==> src/hdl/dmbp_pkg.sv <==
// Package for the DNS message boundary parser: item types, status codes,
// walk phases and fixed byte counts. No dependencies.
`default_nettype none

package dmbp_pkg;

    // One input item: a message byte and its restart flag
    typedef struct packed {
        logic [7:0] data_byte;
        logic       start_flag;
    } byte_item_t;

    // One result item
    typedef struct packed {
        logic [1:0]  status;
        logic        element_kind;
        logic [17:0] element_number;
        logic [15:0] byte_offset;
    } result_item_t;

    // Status codes
    localparam logic [1:0] STATUS_IDLE      = 2'd0;
    localparam logic [1:0] STATUS_ELEMENT   = 2'd1;
    localparam logic [1:0] STATUS_DONE      = 2'd2;
    localparam logic [1:0] STATUS_MALFORMED = 2'd3;

    // Element kinds
    localparam logic KIND_QUESTION = 1'b0;
    localparam logic KIND_RECORD   = 1'b1;

    // Label length byte top bits
    localparam logic [1:0] LABEL_PLAIN    = 2'b00;
    localparam logic [1:0] LABEL_POINTER  = 2'b11;

    // Fixed byte counts of the wire format
    localparam logic [15:0] HEADER_BYTES = 16'd12;
    localparam logic [15:0] QFIXED_BYTES = 16'd4;
    localparam logic [15:0] RFIXED_BYTES = 16'd10;
    localparam logic [15:0] LAST_OFFSET  = 16'hFFFF;

    // Walk phases
    typedef enum logic [7:0] {
        PH_IDLE   = 8'b0000_0001,
        PH_HEADER = 8'b0000_0010,
        PH_NAME   = 8'b0000_0100,
        PH_LABEL  = 8'b0000_1000,
        PH_PTRLO  = 8'b0001_0000,
        PH_FIXED  = 8'b0010_0000,
        PH_RDATA  = 8'b0100_0000,
        PH_HALT   = 8'b1000_0000
    } phase_t;

endpackage

`default_nettype wire

==> src/hdl/dmbp_walker.sv <==
// Message walker: phase, offset and count registers plus the per-byte
// step logic that yields one result item. Depends on dmbp_pkg.
`default_nettype none

module dmbp_walker (
    input  wire logic                  clk,
    input  wire logic                  rst_n,
    input  wire logic                  fire,
    input  wire dmbp_pkg::byte_item_t  item,
    output dmbp_pkg::result_item_t     result
);

    dmbp_pkg::phase_t phase_reg, phase_next, phase_cur;
    logic [15:0] off_reg, off_next, off_cur;
    logic [15:0] qleft_reg, qleft_next, qleft_cur;
    logic [17:0] rleft_reg, rleft_next, rleft_cur;
    logic [17:0] elem_reg, elem_next, elem_cur;
    logic [15:0] skip_reg, skip_next, skip_cur;
    logic [15:0] lstart_reg, lstart_next, lstart_cur;
    logic [7:0]  hi_reg, hi_next, hi_cur;

    logic        start;
    logic [7:0]  b;
    logic        finish;
    logic        kind;
    logic [15:0] word;
    logic [15:0] skip_dec;
    logic [15:0] qleft_dec;

    assign start = item.start_flag;
    assign b     = item.data_byte;

    // Restart from reset values on a start byte, but with the phase set to the header
    always_comb
    begin
        if (start)
        begin
            phase_cur  = dmbp_pkg::PH_HEADER;
            off_cur    = '0;
            qleft_cur  = '0;
            rleft_cur  = '0;
            elem_cur   = '0;
            skip_cur   = '0;
            lstart_cur = '0;
            hi_cur     = '0;
        end
        else
        begin
            phase_cur  = phase_reg;
            off_cur    = off_reg;
            qleft_cur  = qleft_reg;
            rleft_cur  = rleft_reg;
            elem_cur   = elem_reg;
            skip_cur   = skip_reg;
            lstart_cur = lstart_reg;
            hi_cur     = hi_reg;
        end
    end

    assign word      = {hi_cur, b};
    assign skip_dec  = skip_cur - 16'd1;
    assign kind      = (qleft_cur == '0) ? dmbp_pkg::KIND_RECORD : dmbp_pkg::KIND_QUESTION;
    assign qleft_dec = qleft_cur - 16'd1;

    // Step one byte through the walk
    always_comb
    begin
        phase_next  = phase_cur;
        off_next    = off_cur;
        qleft_next  = qleft_cur;
        rleft_next  = rleft_cur;
        elem_next   = elem_cur;
        skip_next   = skip_cur;
        lstart_next = lstart_cur;
        hi_next     = hi_cur;
        finish      = 1'b0;
        result      = '0;
        result.status = dmbp_pkg::STATUS_IDLE;

        if (!start && (phase_reg == dmbp_pkg::PH_IDLE || phase_reg == dmbp_pkg::PH_HALT))
        begin
            // outside a message: drop the byte
        end
        else if (!start && off_reg == dmbp_pkg::LAST_OFFSET)
        begin
            phase_next         = dmbp_pkg::PH_HALT;
            result.status      = dmbp_pkg::STATUS_MALFORMED;
            result.byte_offset = dmbp_pkg::LAST_OFFSET;
        end
        else
        begin
            off_next = off_cur + 16'd1;
            unique case (phase_cur)
                dmbp_pkg::PH_HEADER:
                begin
                    // capture QDCOUNT and the sum of the record counts
                    if (off_cur >= 16'd4 && !off_cur[0])
                        hi_next = b;
                    else if (off_cur == 16'd5)
                        qleft_next = word;
                    else if (off_cur == 16'd7 || off_cur == 16'd9 || off_cur == 16'd11)
                        rleft_next = rleft_cur + {2'b00, word};
                    if (off_cur == dmbp_pkg::HEADER_BYTES - 16'd1)
                    begin
                        elem_next = '0;
                        if (qleft_next == '0 && rleft_next == '0)
                        begin
                            phase_next         = dmbp_pkg::PH_HALT;
                            result.status      = dmbp_pkg::STATUS_DONE;
                            result.byte_offset = dmbp_pkg::HEADER_BYTES;
                        end
                        else
                        begin
                            phase_next = dmbp_pkg::PH_NAME;
                            skip_next  = 16'd1;
                        end
                    end
                end
                dmbp_pkg::PH_NAME:
                begin
                    // label length byte, pointer or root
                    skip_next = '0;
                    if (b[7:6] != dmbp_pkg::LABEL_PLAIN && b[7:6] != dmbp_pkg::LABEL_POINTER)
                    begin
                        phase_next         = dmbp_pkg::PH_HALT;
                        result.status      = dmbp_pkg::STATUS_MALFORMED;
                        result.byte_offset = off_cur;
                    end
                    else
                    begin
                        if (b[7:6] == dmbp_pkg::LABEL_POINTER)
                        begin
                            hi_next     = {2'b00, b[5:0]};
                            lstart_next = off_cur;
                            phase_next  = dmbp_pkg::PH_PTRLO;
                        end
                        else if (b == 8'd0)
                        begin
                            phase_next = dmbp_pkg::PH_FIXED;
                            skip_next  = (kind == dmbp_pkg::KIND_QUESTION) ?
                                         dmbp_pkg::QFIXED_BYTES : dmbp_pkg::RFIXED_BYTES;
                        end
                        else
                        begin
                            phase_next = dmbp_pkg::PH_LABEL;
                            skip_next  = {8'd0, b};
                        end
                        if (skip_cur == 16'd1)
                        begin
                            result.status         = dmbp_pkg::STATUS_ELEMENT;
                            result.element_kind   = kind;
                            result.element_number = elem_cur;
                            result.byte_offset    = off_cur;
                        end
                    end
                end
                dmbp_pkg::PH_LABEL:
                begin
                    skip_next = skip_dec;
                    if (skip_dec == '0)
                        phase_next = dmbp_pkg::PH_NAME;
                end
                dmbp_pkg::PH_PTRLO:
                begin
                    // only backward pointers are legal
                    if (word >= lstart_cur)
                    begin
                        phase_next         = dmbp_pkg::PH_HALT;
                        result.status      = dmbp_pkg::STATUS_MALFORMED;
                        result.byte_offset = off_cur;
                    end
                    else
                    begin
                        phase_next = dmbp_pkg::PH_FIXED;
                        skip_next  = (kind == dmbp_pkg::KIND_QUESTION) ?
                                     dmbp_pkg::QFIXED_BYTES : dmbp_pkg::RFIXED_BYTES;
                    end
                end
                dmbp_pkg::PH_FIXED:
                begin
                    // a record's last two fixed bytes hold RDLENGTH
                    if (kind == dmbp_pkg::KIND_RECORD && skip_cur == 16'd1)
                    begin
                        if (word == '0)
                            finish = 1'b1;
                        else
                        begin
                            phase_next = dmbp_pkg::PH_RDATA;
                            skip_next  = word;
                        end
                    end
                    else
                    begin
                        if (kind == dmbp_pkg::KIND_RECORD && skip_cur == 16'd2)
                            hi_next = b;
                        skip_next = skip_dec;
                        if (skip_dec == '0)
                            finish = 1'b1;
                    end
                end
                dmbp_pkg::PH_RDATA:
                begin
                    skip_next = skip_dec;
                    if (skip_dec == '0)
                        finish = 1'b1;
                end
                default:
                begin
                    phase_next = dmbp_pkg::PH_HALT;
                end
            endcase

            // Close the element and move to the next one or finish
            if (finish)
            begin
                if (qleft_cur != '0)
                begin
                    qleft_next = qleft_dec;
                    elem_next  = (qleft_dec != '0) ? elem_cur + 18'd1 : '0;
                end
                else
                begin
                    rleft_next = rleft_cur - 18'd1;
                    elem_next  = elem_cur + 18'd1;
                end
                if (qleft_next == '0 && rleft_next == '0)
                begin
                    phase_next         = dmbp_pkg::PH_HALT;
                    result.status      = dmbp_pkg::STATUS_DONE;
                    result.byte_offset = off_cur + 16'd1;
                end
                else
                begin
                    phase_next = dmbp_pkg::PH_NAME;
                    skip_next  = 16'd1;
                end
            end
        end
    end

    // Advance the walk state once per item
    always_ff @(posedge clk or negedge rst_n)
    begin
        if (!rst_n)
        begin
            phase_reg  <= dmbp_pkg::PH_IDLE;
            off_reg    <= '0;
            qleft_reg  <= '0;
            rleft_reg  <= '0;
            elem_reg   <= '0;
            skip_reg   <= '0;
            lstart_reg <= '0;
            hi_reg     <= '0;
        end
        else if (fire)
        begin
            phase_reg  <= phase_next;
            off_reg    <= off_next;
            qleft_reg  <= qleft_next;
            rleft_reg  <= rleft_next;
            elem_reg   <= elem_next;
            skip_reg   <= skip_next;
            lstart_reg <= lstart_next;
            hi_reg     <= hi_next;
        end
    end

    // A completion or malformed report leaves the walker halted
    a_done_halts: assert property (@(posedge clk) disable iff (!rst_n)
        fire && (result.status == dmbp_pkg::STATUS_DONE ||
                 result.status == dmbp_pkg::STATUS_MALFORMED)
        |=> phase_reg == dmbp_pkg::PH_HALT)
        else $error("walker not halted after done or malformed");

    // A start byte is offset zero of the header
    a_start_header: assert property (@(posedge clk) disable iff (!rst_n)
        fire && item.start_flag |=> phase_reg == dmbp_pkg::PH_HEADER && off_reg == 16'd1)
        else $error("start byte did not restart the header");

    // Inside a label there is always at least one byte left
    a_label_count: assert property (@(posedge clk) disable iff (!rst_n)
        phase_reg == dmbp_pkg::PH_LABEL |-> skip_reg != '0)
        else $error("label phase with empty count");

endmodule

`default_nettype wire

==> src/hdl/dns_message_boundary_parser_core.sv <==
// Top level of the DNS message boundary parser: input register, walker and
// result register. Depends on dmbp_pkg and dmbp_walker.
//
//  channel  | handshake                  | payload
//  ---------+----------------------------+------------------------------
//  byte     | byte_valid / byte_stall    | byte_item   (data_byte, start_flag)
//  result   | result_valid / result_stall| result_item (status, kind, number, offset)
//
// One byte is taken per cycle unless a stalled result holds it; each byte gives exactly
// one result item. Path: input register, then the walker step into the result register.
// The walker's phase and counter registers update in the same cycle as the result is written.
// Reset returns the walker to idle; bytes without a start flag are then ignored.
// A stalled result holds the result register and, once the input register is full,
// raises byte_stall.
`default_nettype none

module dns_message_boundary_parser_core (
    input  wire logic                  clk,
    input  wire logic                  rst_n,
    input  wire logic                  byte_valid,
    output logic                       byte_stall,
    input  wire dmbp_pkg::byte_item_t  byte_item,
    output logic                       result_valid,
    input  wire logic                  result_stall,
    output dmbp_pkg::result_item_t     result_item
);

    logic                   in_valid_reg;
    dmbp_pkg::byte_item_t   in_item_reg;
    logic                   out_valid_reg;
    dmbp_pkg::result_item_t out_item_reg;
    dmbp_pkg::result_item_t step_result;
    logic                   advance;

    // Move the held byte into the result register when there is room
    assign advance    = in_valid_reg && (!out_valid_reg || !result_stall);
    assign byte_stall = in_valid_reg && !advance;

    dmbp_walker u_walker (
        .clk    (clk),
        .rst_n  (rst_n),
        .fire   (advance),
        .item   (in_item_reg),
        .result (step_result)
    );

    // Control flags of both registers
    always_ff @(posedge clk or negedge rst_n)
    begin
        if (!rst_n)
        begin
            in_valid_reg  <= 1'b0;
            out_valid_reg <= 1'b0;
        end
        else
        begin
            if (!byte_stall)
                in_valid_reg <= byte_valid;
            if (advance)
                out_valid_reg <= 1'b1;
            else if (!result_stall)
                out_valid_reg <= 1'b0;
        end
    end

    // Payload registers: load on accept, hold otherwise
    always_ff @(posedge clk)
    begin
        if (!byte_stall && byte_valid)
            in_item_reg <= byte_item;
        if (advance)
            out_item_reg <= step_result;
    end

    assign result_valid = out_valid_reg;
    assign result_item  = out_item_reg;

    // Stall is raised only while an item is held
    a_stall_held: assert property (@(posedge clk) disable iff (!rst_n)
        byte_stall |-> in_valid_reg)
        else $error("byte_stall without a held item");

    // Every walker step shows up as a result item
    a_step_shown: assert property (@(posedge clk) disable iff (!rst_n)
        advance |=> result_valid)
        else $error("walker step lost");

    // A taken result with nothing behind it empties the register
    a_drain: assert property (@(posedge clk) disable iff (!rst_n)
        result_valid && !result_stall && !advance |=> !result_valid)
        else $error("result repeated");

endmodule

`default_nettype wire
==> config.mk <==
export PLATFORM = sky130hd
export DESIGN_NAME = dns_message_boundary_parser_core
export DESIGN_NICKNAME = d
export VERILOG_FILES = /design/src/hdl/dmbp_pkg.sv /design/src/hdl/dmbp_walker.sv /design/src/hdl/dns_message_boundary_parser_core.sv
export SDC_FILE = /design/constraint.sdc
export NUM_CORES = 1
export LEC_CHECK = 0
export BUFFER_PORTS_ARGS = -buffer_cell sky130_fd_sc_hd__buf_2
export CAP_MARGIN = 10
export CORE_MARGIN = 8
export CORE_UTILIZATION = 45
export CTS_CLUSTER_SIZE = 10
export DETAILED_ROUTE_END_ITERATION = 8
export GPL_ROUTABILITY_DRIVEN = 0
export GPL_TIMING_DRIVEN = 0
export HOLD_SLACK_MARGIN = 0.05
export PLACE_DENSITY_LB_ADDON = 0.2
export SYNTH_ARGS = -nofsm -noshare
export SYNTH_HDL_FRONTEND = slang
export SYNTH_SLANG_ARGS = --single-unit
==> constraint.sdc <==
create_clock -name clk -period 11.8 [get_ports clk]
set_input_delay 0 -clock clk [delete_from_list [all_inputs] [get_ports clk]]
set_output_delay 0 -clock clk [all_outputs]
set_load 0.005 [all_outputs]
; ---- Word level (Yosys, flattened, before mapping)
; Cells that the tools add are included.
[totals]
memories = 0
ramBits = 0
rom_bits = 0
output_inout_bits = 39
register_bits = 164
latch_bits = 0
input_bits = 13
elab_cells = 189
[op_classes]
bitwise = 2
n_mul = 0
n_div = 0
magnitude_cmp = 2
n_mux = 111
eq_ne = 18
n_shift = 0
reduce_logical = 34
addsub = 6
[op_table]
columns = op, count
row1 = 2-to-1 mux 16 bit, 42
row2 = 2-to-1 mux 18 bit, 23
row3 = 2-to-1 mux 8 bit, 21
row4 = logical NOT 16 bit, 5
row5 = one-hot mux 16 bit (5 select lines), 1
row6 = one-hot mux 16 bit (3 select lines), 1
row7 = one-hot mux 8 bit (6 select lines), 1
row8 = logical NOT 18 bit, 2
row9 = 2-to-1 mux 36 bit, 1
row10 = "== test 16 x 3 -> 1 bit, second input constant", 2
row11 = "== test 16 x 4 -> 1 bit, second input constant", 2
row12 = nonzero test 16 bit, 2
row13 = "subtractor 16 x 1 -> 16 bit, second input constant", 2
row14 = one-hot mux 8 bit (3 select lines), 1
row15 = "adder 18 x 1 -> 18 bit, second input constant", 1
row16 = adder 18 x 16 -> 18 bit, 1
row17 = "subtractor 18 x 1 -> 18 bit, second input constant", 1
row18 = "adder 16 x 1 -> 16 bit, second input constant", 1
row19 = "== test 16 x 1 -> 1 bit, second input constant", 1
row20 = "== test 16 bit, second input constant", 1
row21 = "== test 16 x 2 -> 1 bit, second input constant", 1
row22 = greater-or-equal comparator 16 bit, 1
row23 = "greater-or-equal comparator 16 x 3 -> 1 bit, second input constant", 1
row24 = 2-to-1 mux 2 bit, 7
row25 = other kinds (24), 51

; ---- Logic depth before layout (Yosys ltp)
[logic_depth]
word_depth = 21
depth_mapped = 22

; ---- By module
; A second synthesis with hierarchy kept.
[hier_totals]
hier_cells = 1621
hier_area_um2 = 13090.1
[modules_own_cells]
columns = module, cells_each, area_per_inst_um2, instances, seq_area_each_um2
row1 = dmbp_walker, 1567, 11616.1, 1, 2904.0
row2 = dns_message_boundary_parser_core, 54, 1473.9, 1, 1431.4

; ---- Worst setup path after synthesis
; No wires, ideal clock.
[synth_timing]
path_kind = reg2reg
from = register in_item_reg[0] in the netlist's numbering
to = register out_item_reg (netlist bit result_item[8]), data pin
arrival_time_ns = 4.756
stages_incl_launch_ff = 21
setup_slack_ns = 6.770
period_less_slack_ns = 5.030
t_required_ns = 11.526
path_cell_list = edfxtp_1 -> buf_2 -> clkinv_1 -> clkbuf_1 -> clkbuf_1 -> clkbuf_1 -> buf_1 -> nand2_1 -> inv_1 -> ha_1 -> nor4bb_1 -> o31a_1 -> nand2_1 -> or4b_1 -> a41oi_1 -> o41ai_1 -> nand4_1 -> clkbuf_1 -> nor4_1 -> o211ai_1 -> a31oi_1
[synth_via]
elab_chain_len = 20
word_cells_on_any_way = 74
[synth_lines]
columns = element, line_no
row1 = "start, declared", dns_message_boundary_parser_core.sv:29  ; dmbp_pkg::byte_item_t in_item_reg;
row2 = "start signal, assigned", dns_message_boundary_parser_core.sv:70  ; in_item_reg <= byte_item;
row3 = "parallel branches: the longest is 20 deep, another holds adder 18 x 16 -> 18 bit", -
row4 = "end signal, assigned", dns_message_boundary_parser_core.sv:72  ; out_item_reg <= step_result;
row5 = "end, declared", dns_message_boundary_parser_core.sv:31  ; dmbp_pkg::result_item_t out_item_reg;
; Parallel ways; which one is timed is not known. The select of a mux whose other input is x is not followed.
; A chain may end at the register's enable or synchronous reset.

; ---- Worst setup path after layout
[layout_timing]
from = register in_item_reg[0] in the netlist's numbering
to = register u_walker.skip_reg[6]
[layout_via]
elab_chain_len = 21
word_cells_on_any_way = 81
[layout_lines]
columns = element, line_no
row1 = "parallel branches: the longest is 20 deep, another holds adder 18 x 16 -> 18 bit", -
row2 = 2-to-1 mux 16 bit *, dmbp_walker.sv:80  ; if (!start && (phase_reg == dmbp_pkg::PH_IDLE || phase_reg == dmbp_pkg::PH_HALT))
row3 = "end signal, assigned", dmbp_walker.sv:262  ; skip_reg <= skip_next;
row4 = "end, declared", dmbp_walker.sv:18  ; logic [15:0] skip_reg, skip_next, skip_cur;
; Mark *: on every way between the ends. The select of a mux whose other input is x is not followed.

==> impl_metrics.toml <==
[status]
status = "finished, final reports clean"

[setup_path]
cp-start-kind = "register"
cp_top_family = "buffers and inverters"
reg2reg_depth = 21
cp.required_ns = 12.16
worstSetupPathType = "register to register"
worstPathArrival_ns = 9.74
critPathMaxStageDelay_ns = 0.88
path_cells = "buf_2, clkinv_1, clkbuf_1, clkbuf_1, clkbuf_1, buf_1, nand2_1, inv_1, ha_1, nor4bb_1, o31a_1, nand2_1, and2_1, a211oi_1, nand4_1, a2111oi_4, nand4_1, a31oi_1, nand2b_1, buf_6, o2bb2ai_1"
cpMostUsedCell = "clkbuf_1"
critical_path_cell_count = 21
crit_slowest_cell = "clkbuf_1"
critPathCaptureType = "register"
path_buf_inv = 8
worstPathMaxFanout = 10

[synth]
syn-cell-area_um2 = 13400
yosys.cell_types.count = 105
netlist_instances = 1678
syn-num-nets = 1733
synth_flop_cell = "dfrtp_1"
synth_largest_type_area_fraction = 0.219
synth-edff-count = 46
synth_area_leaders = "dfrtp_1, edfxtp_1, o21ai_0, nand2_1, a21oi_1"
async_flop_share = 0.720
ys.warnings.count = 0
synth_seq_area_share = 0.325
synth_area_per_cell_um2 = 7.96
yosys.area.top_type = "dfrtp_1"
ys_seq_elements = 164

[sta]
setup_viol = 0
hold_viol = 0
grt_setup_unrepaired = "false"
fmax_mhz = 107
worstMarginPinSlew_ns = 1.23
maxSlewViolCount = 0
timing.final.crit_share = 0.794
min_period_ns = 9.37
skew_ns = 0.0198
fin_setup_tns_ns = 0
slew_headroom = 0.171

[cts]
tritoncts = "done"
cts_num_sinks = 164
cts-root-buf = "clkbuf_16"
clock_path_buffers = 2
clk_latency_ns = 0.47
cts.repair.resized = 0
htreeDepth = 4
cts_inserted_buffers = 17
clkTransAtPathRegs_ns = 0.07

[power_and_ir_drop]
p_per_area_nw_per_um2 = 123
ir_worst_vdd_mv = 0.125
p_leak_nw = 5.99

[cells_and_area]
finalNetCount = 1819
final_cell_mix = "nand2_1, nor2_1, o21ai_0"
area_growth_pct = 11.6
drive_gt1_frac = 0.0934
mostFrequentLayoutCell = "nand2_1"
antenna_cells = 0
largest_reg_flops = 37
fin_util = 0.507

[routing]
route.detailed.drc = 0
vias = 15100
drtAntennaViolNets = 0
firstDrtPassIters = 7
routed_wl_mm = 56.6
viasPerCell = 6.96
drt_iter0_drc = 2650
wire_per_inst_um = 26.1

[placement]
port_buffers = 51
hpwl_mm = 39.9

[floorplan]
rows = 63
die_h_um = 188
initial_core_util = 0.454
core_area_um2 = 29400
io_pins = 52
die_w_um = 188
die_area_um2 = 35400

[hold_path]
hold_class = "primary input to asynchronous set/reset pin"

[grt]
antenna_found_initial = 2
grt_pass1_vias = 14000
grt.total_usage = 0.312
grt_start_max_net_pins = 92
grt_pass1_wl_mm = 85.5
grt_overflow = 0

[job]
maxCapViolCount = 0
through the flow:
| stage | setup slack (ns) | area, µm² | total power (W) | std cells | hold slack [ns] |
|---|---|---|---|---|---|
| final | 2.43 | 14900 | 0.00183 | 2167 | 0.0572 |
| after global routing | 2.43 | 14900 | 0.00187 | 2167 | 0.126 |
| after global placement | 3.33 | 14100 | 0.00120 | 2119 | 0.177 |
| after CTS | 3.29 | 14900 | 0.00179 | 2167 | 0.0695 |
| after floorplan | 6.77 | 13400 | 0.00101 | 1678 | -0.296 |
| after detailed placement | 3.35 | 14100 | 0.00120 | 2121 | -0.0988 |
final cells by class:
class / instances / area (µm²)
fillers: 2869 / 14500
multi-input cells: 1366 / 8400
flip-flops and latches: 164 / 4340
plain buffers: 117 / 502
well taps: 390 / 488
clock buffers: 19 / 464
repair buffers: 67 / 459
clock inverters: 13 / 131
inverters: 31 / 116
worst paths after layout:
path,startpoint,endpoint,slack [ns]
min in group clk,byte_item[0],in_item_reg[0]$_DFFE_PP_,0.26
worst max-delay path,in_item_reg[0]$_DFFE_PP_,u_walker.skip_reg[6]$_DFFE_PN0P_,2.43
max in group asynchronous,rst_n,u_walker.off_reg[15]$_DFFE_PN0P_,11.20
worst max register to register,in_item_reg[0]$_DFFE_PP_,u_walker.skip_reg[6]$_DFFE_PN0P_,2.43
worst min register to register,u_walker.elem_reg[17]$_DFFE_PN0P_,u_walker.elem_reg[17]$_DFFE_PN0P_,0.48
worst min-delay path,rst_n,u_walker.qleft_reg[6]$_DFFE_PN0P_,0.06
Yosys cell counts, drive strengths merged (13+ instances only):
cell	n
a21oi	119
xnor2	20
a21o	19
ha	41
nor2b	42
or3	15
dfrtp	117
buf	42
and2	26
edfxtp	46
a211oi	17
inv	30
a22o	24
a22oi	27
a31oi	35
mux2i	14
or4	13
o21ai	164
clkbuf	75
nor2	149
nand3	56
nor4	37
o22ai	13
nor3	52
o31ai	20
nand3b	14
and3	29
nand4	23
nand2	192
nand2b	14
cells by family after synthesis:
| group | after synthesis | synth area share |
|---|---|---|
| AOI/OAI and AO/OA | 570 | 0.284 |
| xor gates and xnor gates | 31 | 0.0203 |
| adders and majority gates | 43 | 0.0407 |
| buffers and inverters | 148 | 0.0462 |
| DFF | 164 | 0.325 |
| muxes | 17 | 0.0130 |
| and+or+nand+nor | 705 | 0.271 |
routing by layer:
layer  global-route usage  wire length (µm)
met2                0.446             23300
met1                0.409             21900
met3               0.0950              7850
met5                    0                30
met4                0.186              3560
what timing repair did:
| item | in CTS | in global routing |
|---|---|---|
| setup endpoints to repair | 0 | 0 |
| buffers inserted | 0 | 0 |
| endpoints found under the hold margin | 128 | 0 |
| hold buffers | 14 | 0 |
worst reg2reg max path, cell delays in order, from the launching register on:
cell	delay, ns
edfxtp_1	0.64
buf_2	0.37
clkinv_1	0.36
clkbuf_1	0.77
clkbuf_1	0.88
clkbuf_1	0.66
buf_1	0.69
nand2_1	0.18
inv_1	0.15
ha_1	0.31
nor4bb_1	0.50
o31a_1	0.54
nand2_1	0.39
and2_1	0.28
a211oi_1	0.47
nand4_1	0.27
a2111oi_4	0.51
nand4_1	0.31
a31oi_1	0.40
nand2b_1	0.26
buf_6	0.18
o2bb2ai_1	0.14
report_power, final:
group / leakage [nW] / total [W] / switching (W) / internal (W)
registers: 2.07 / 0.000658 / 0.0000407 / 0.000617
clock network: 0.296 / 0.000586 / 0.000271 / 0.000315
logic: 3.63 / 0.000582 / 0.000410 / 0.000173
(Power assumes the default switching activity.)
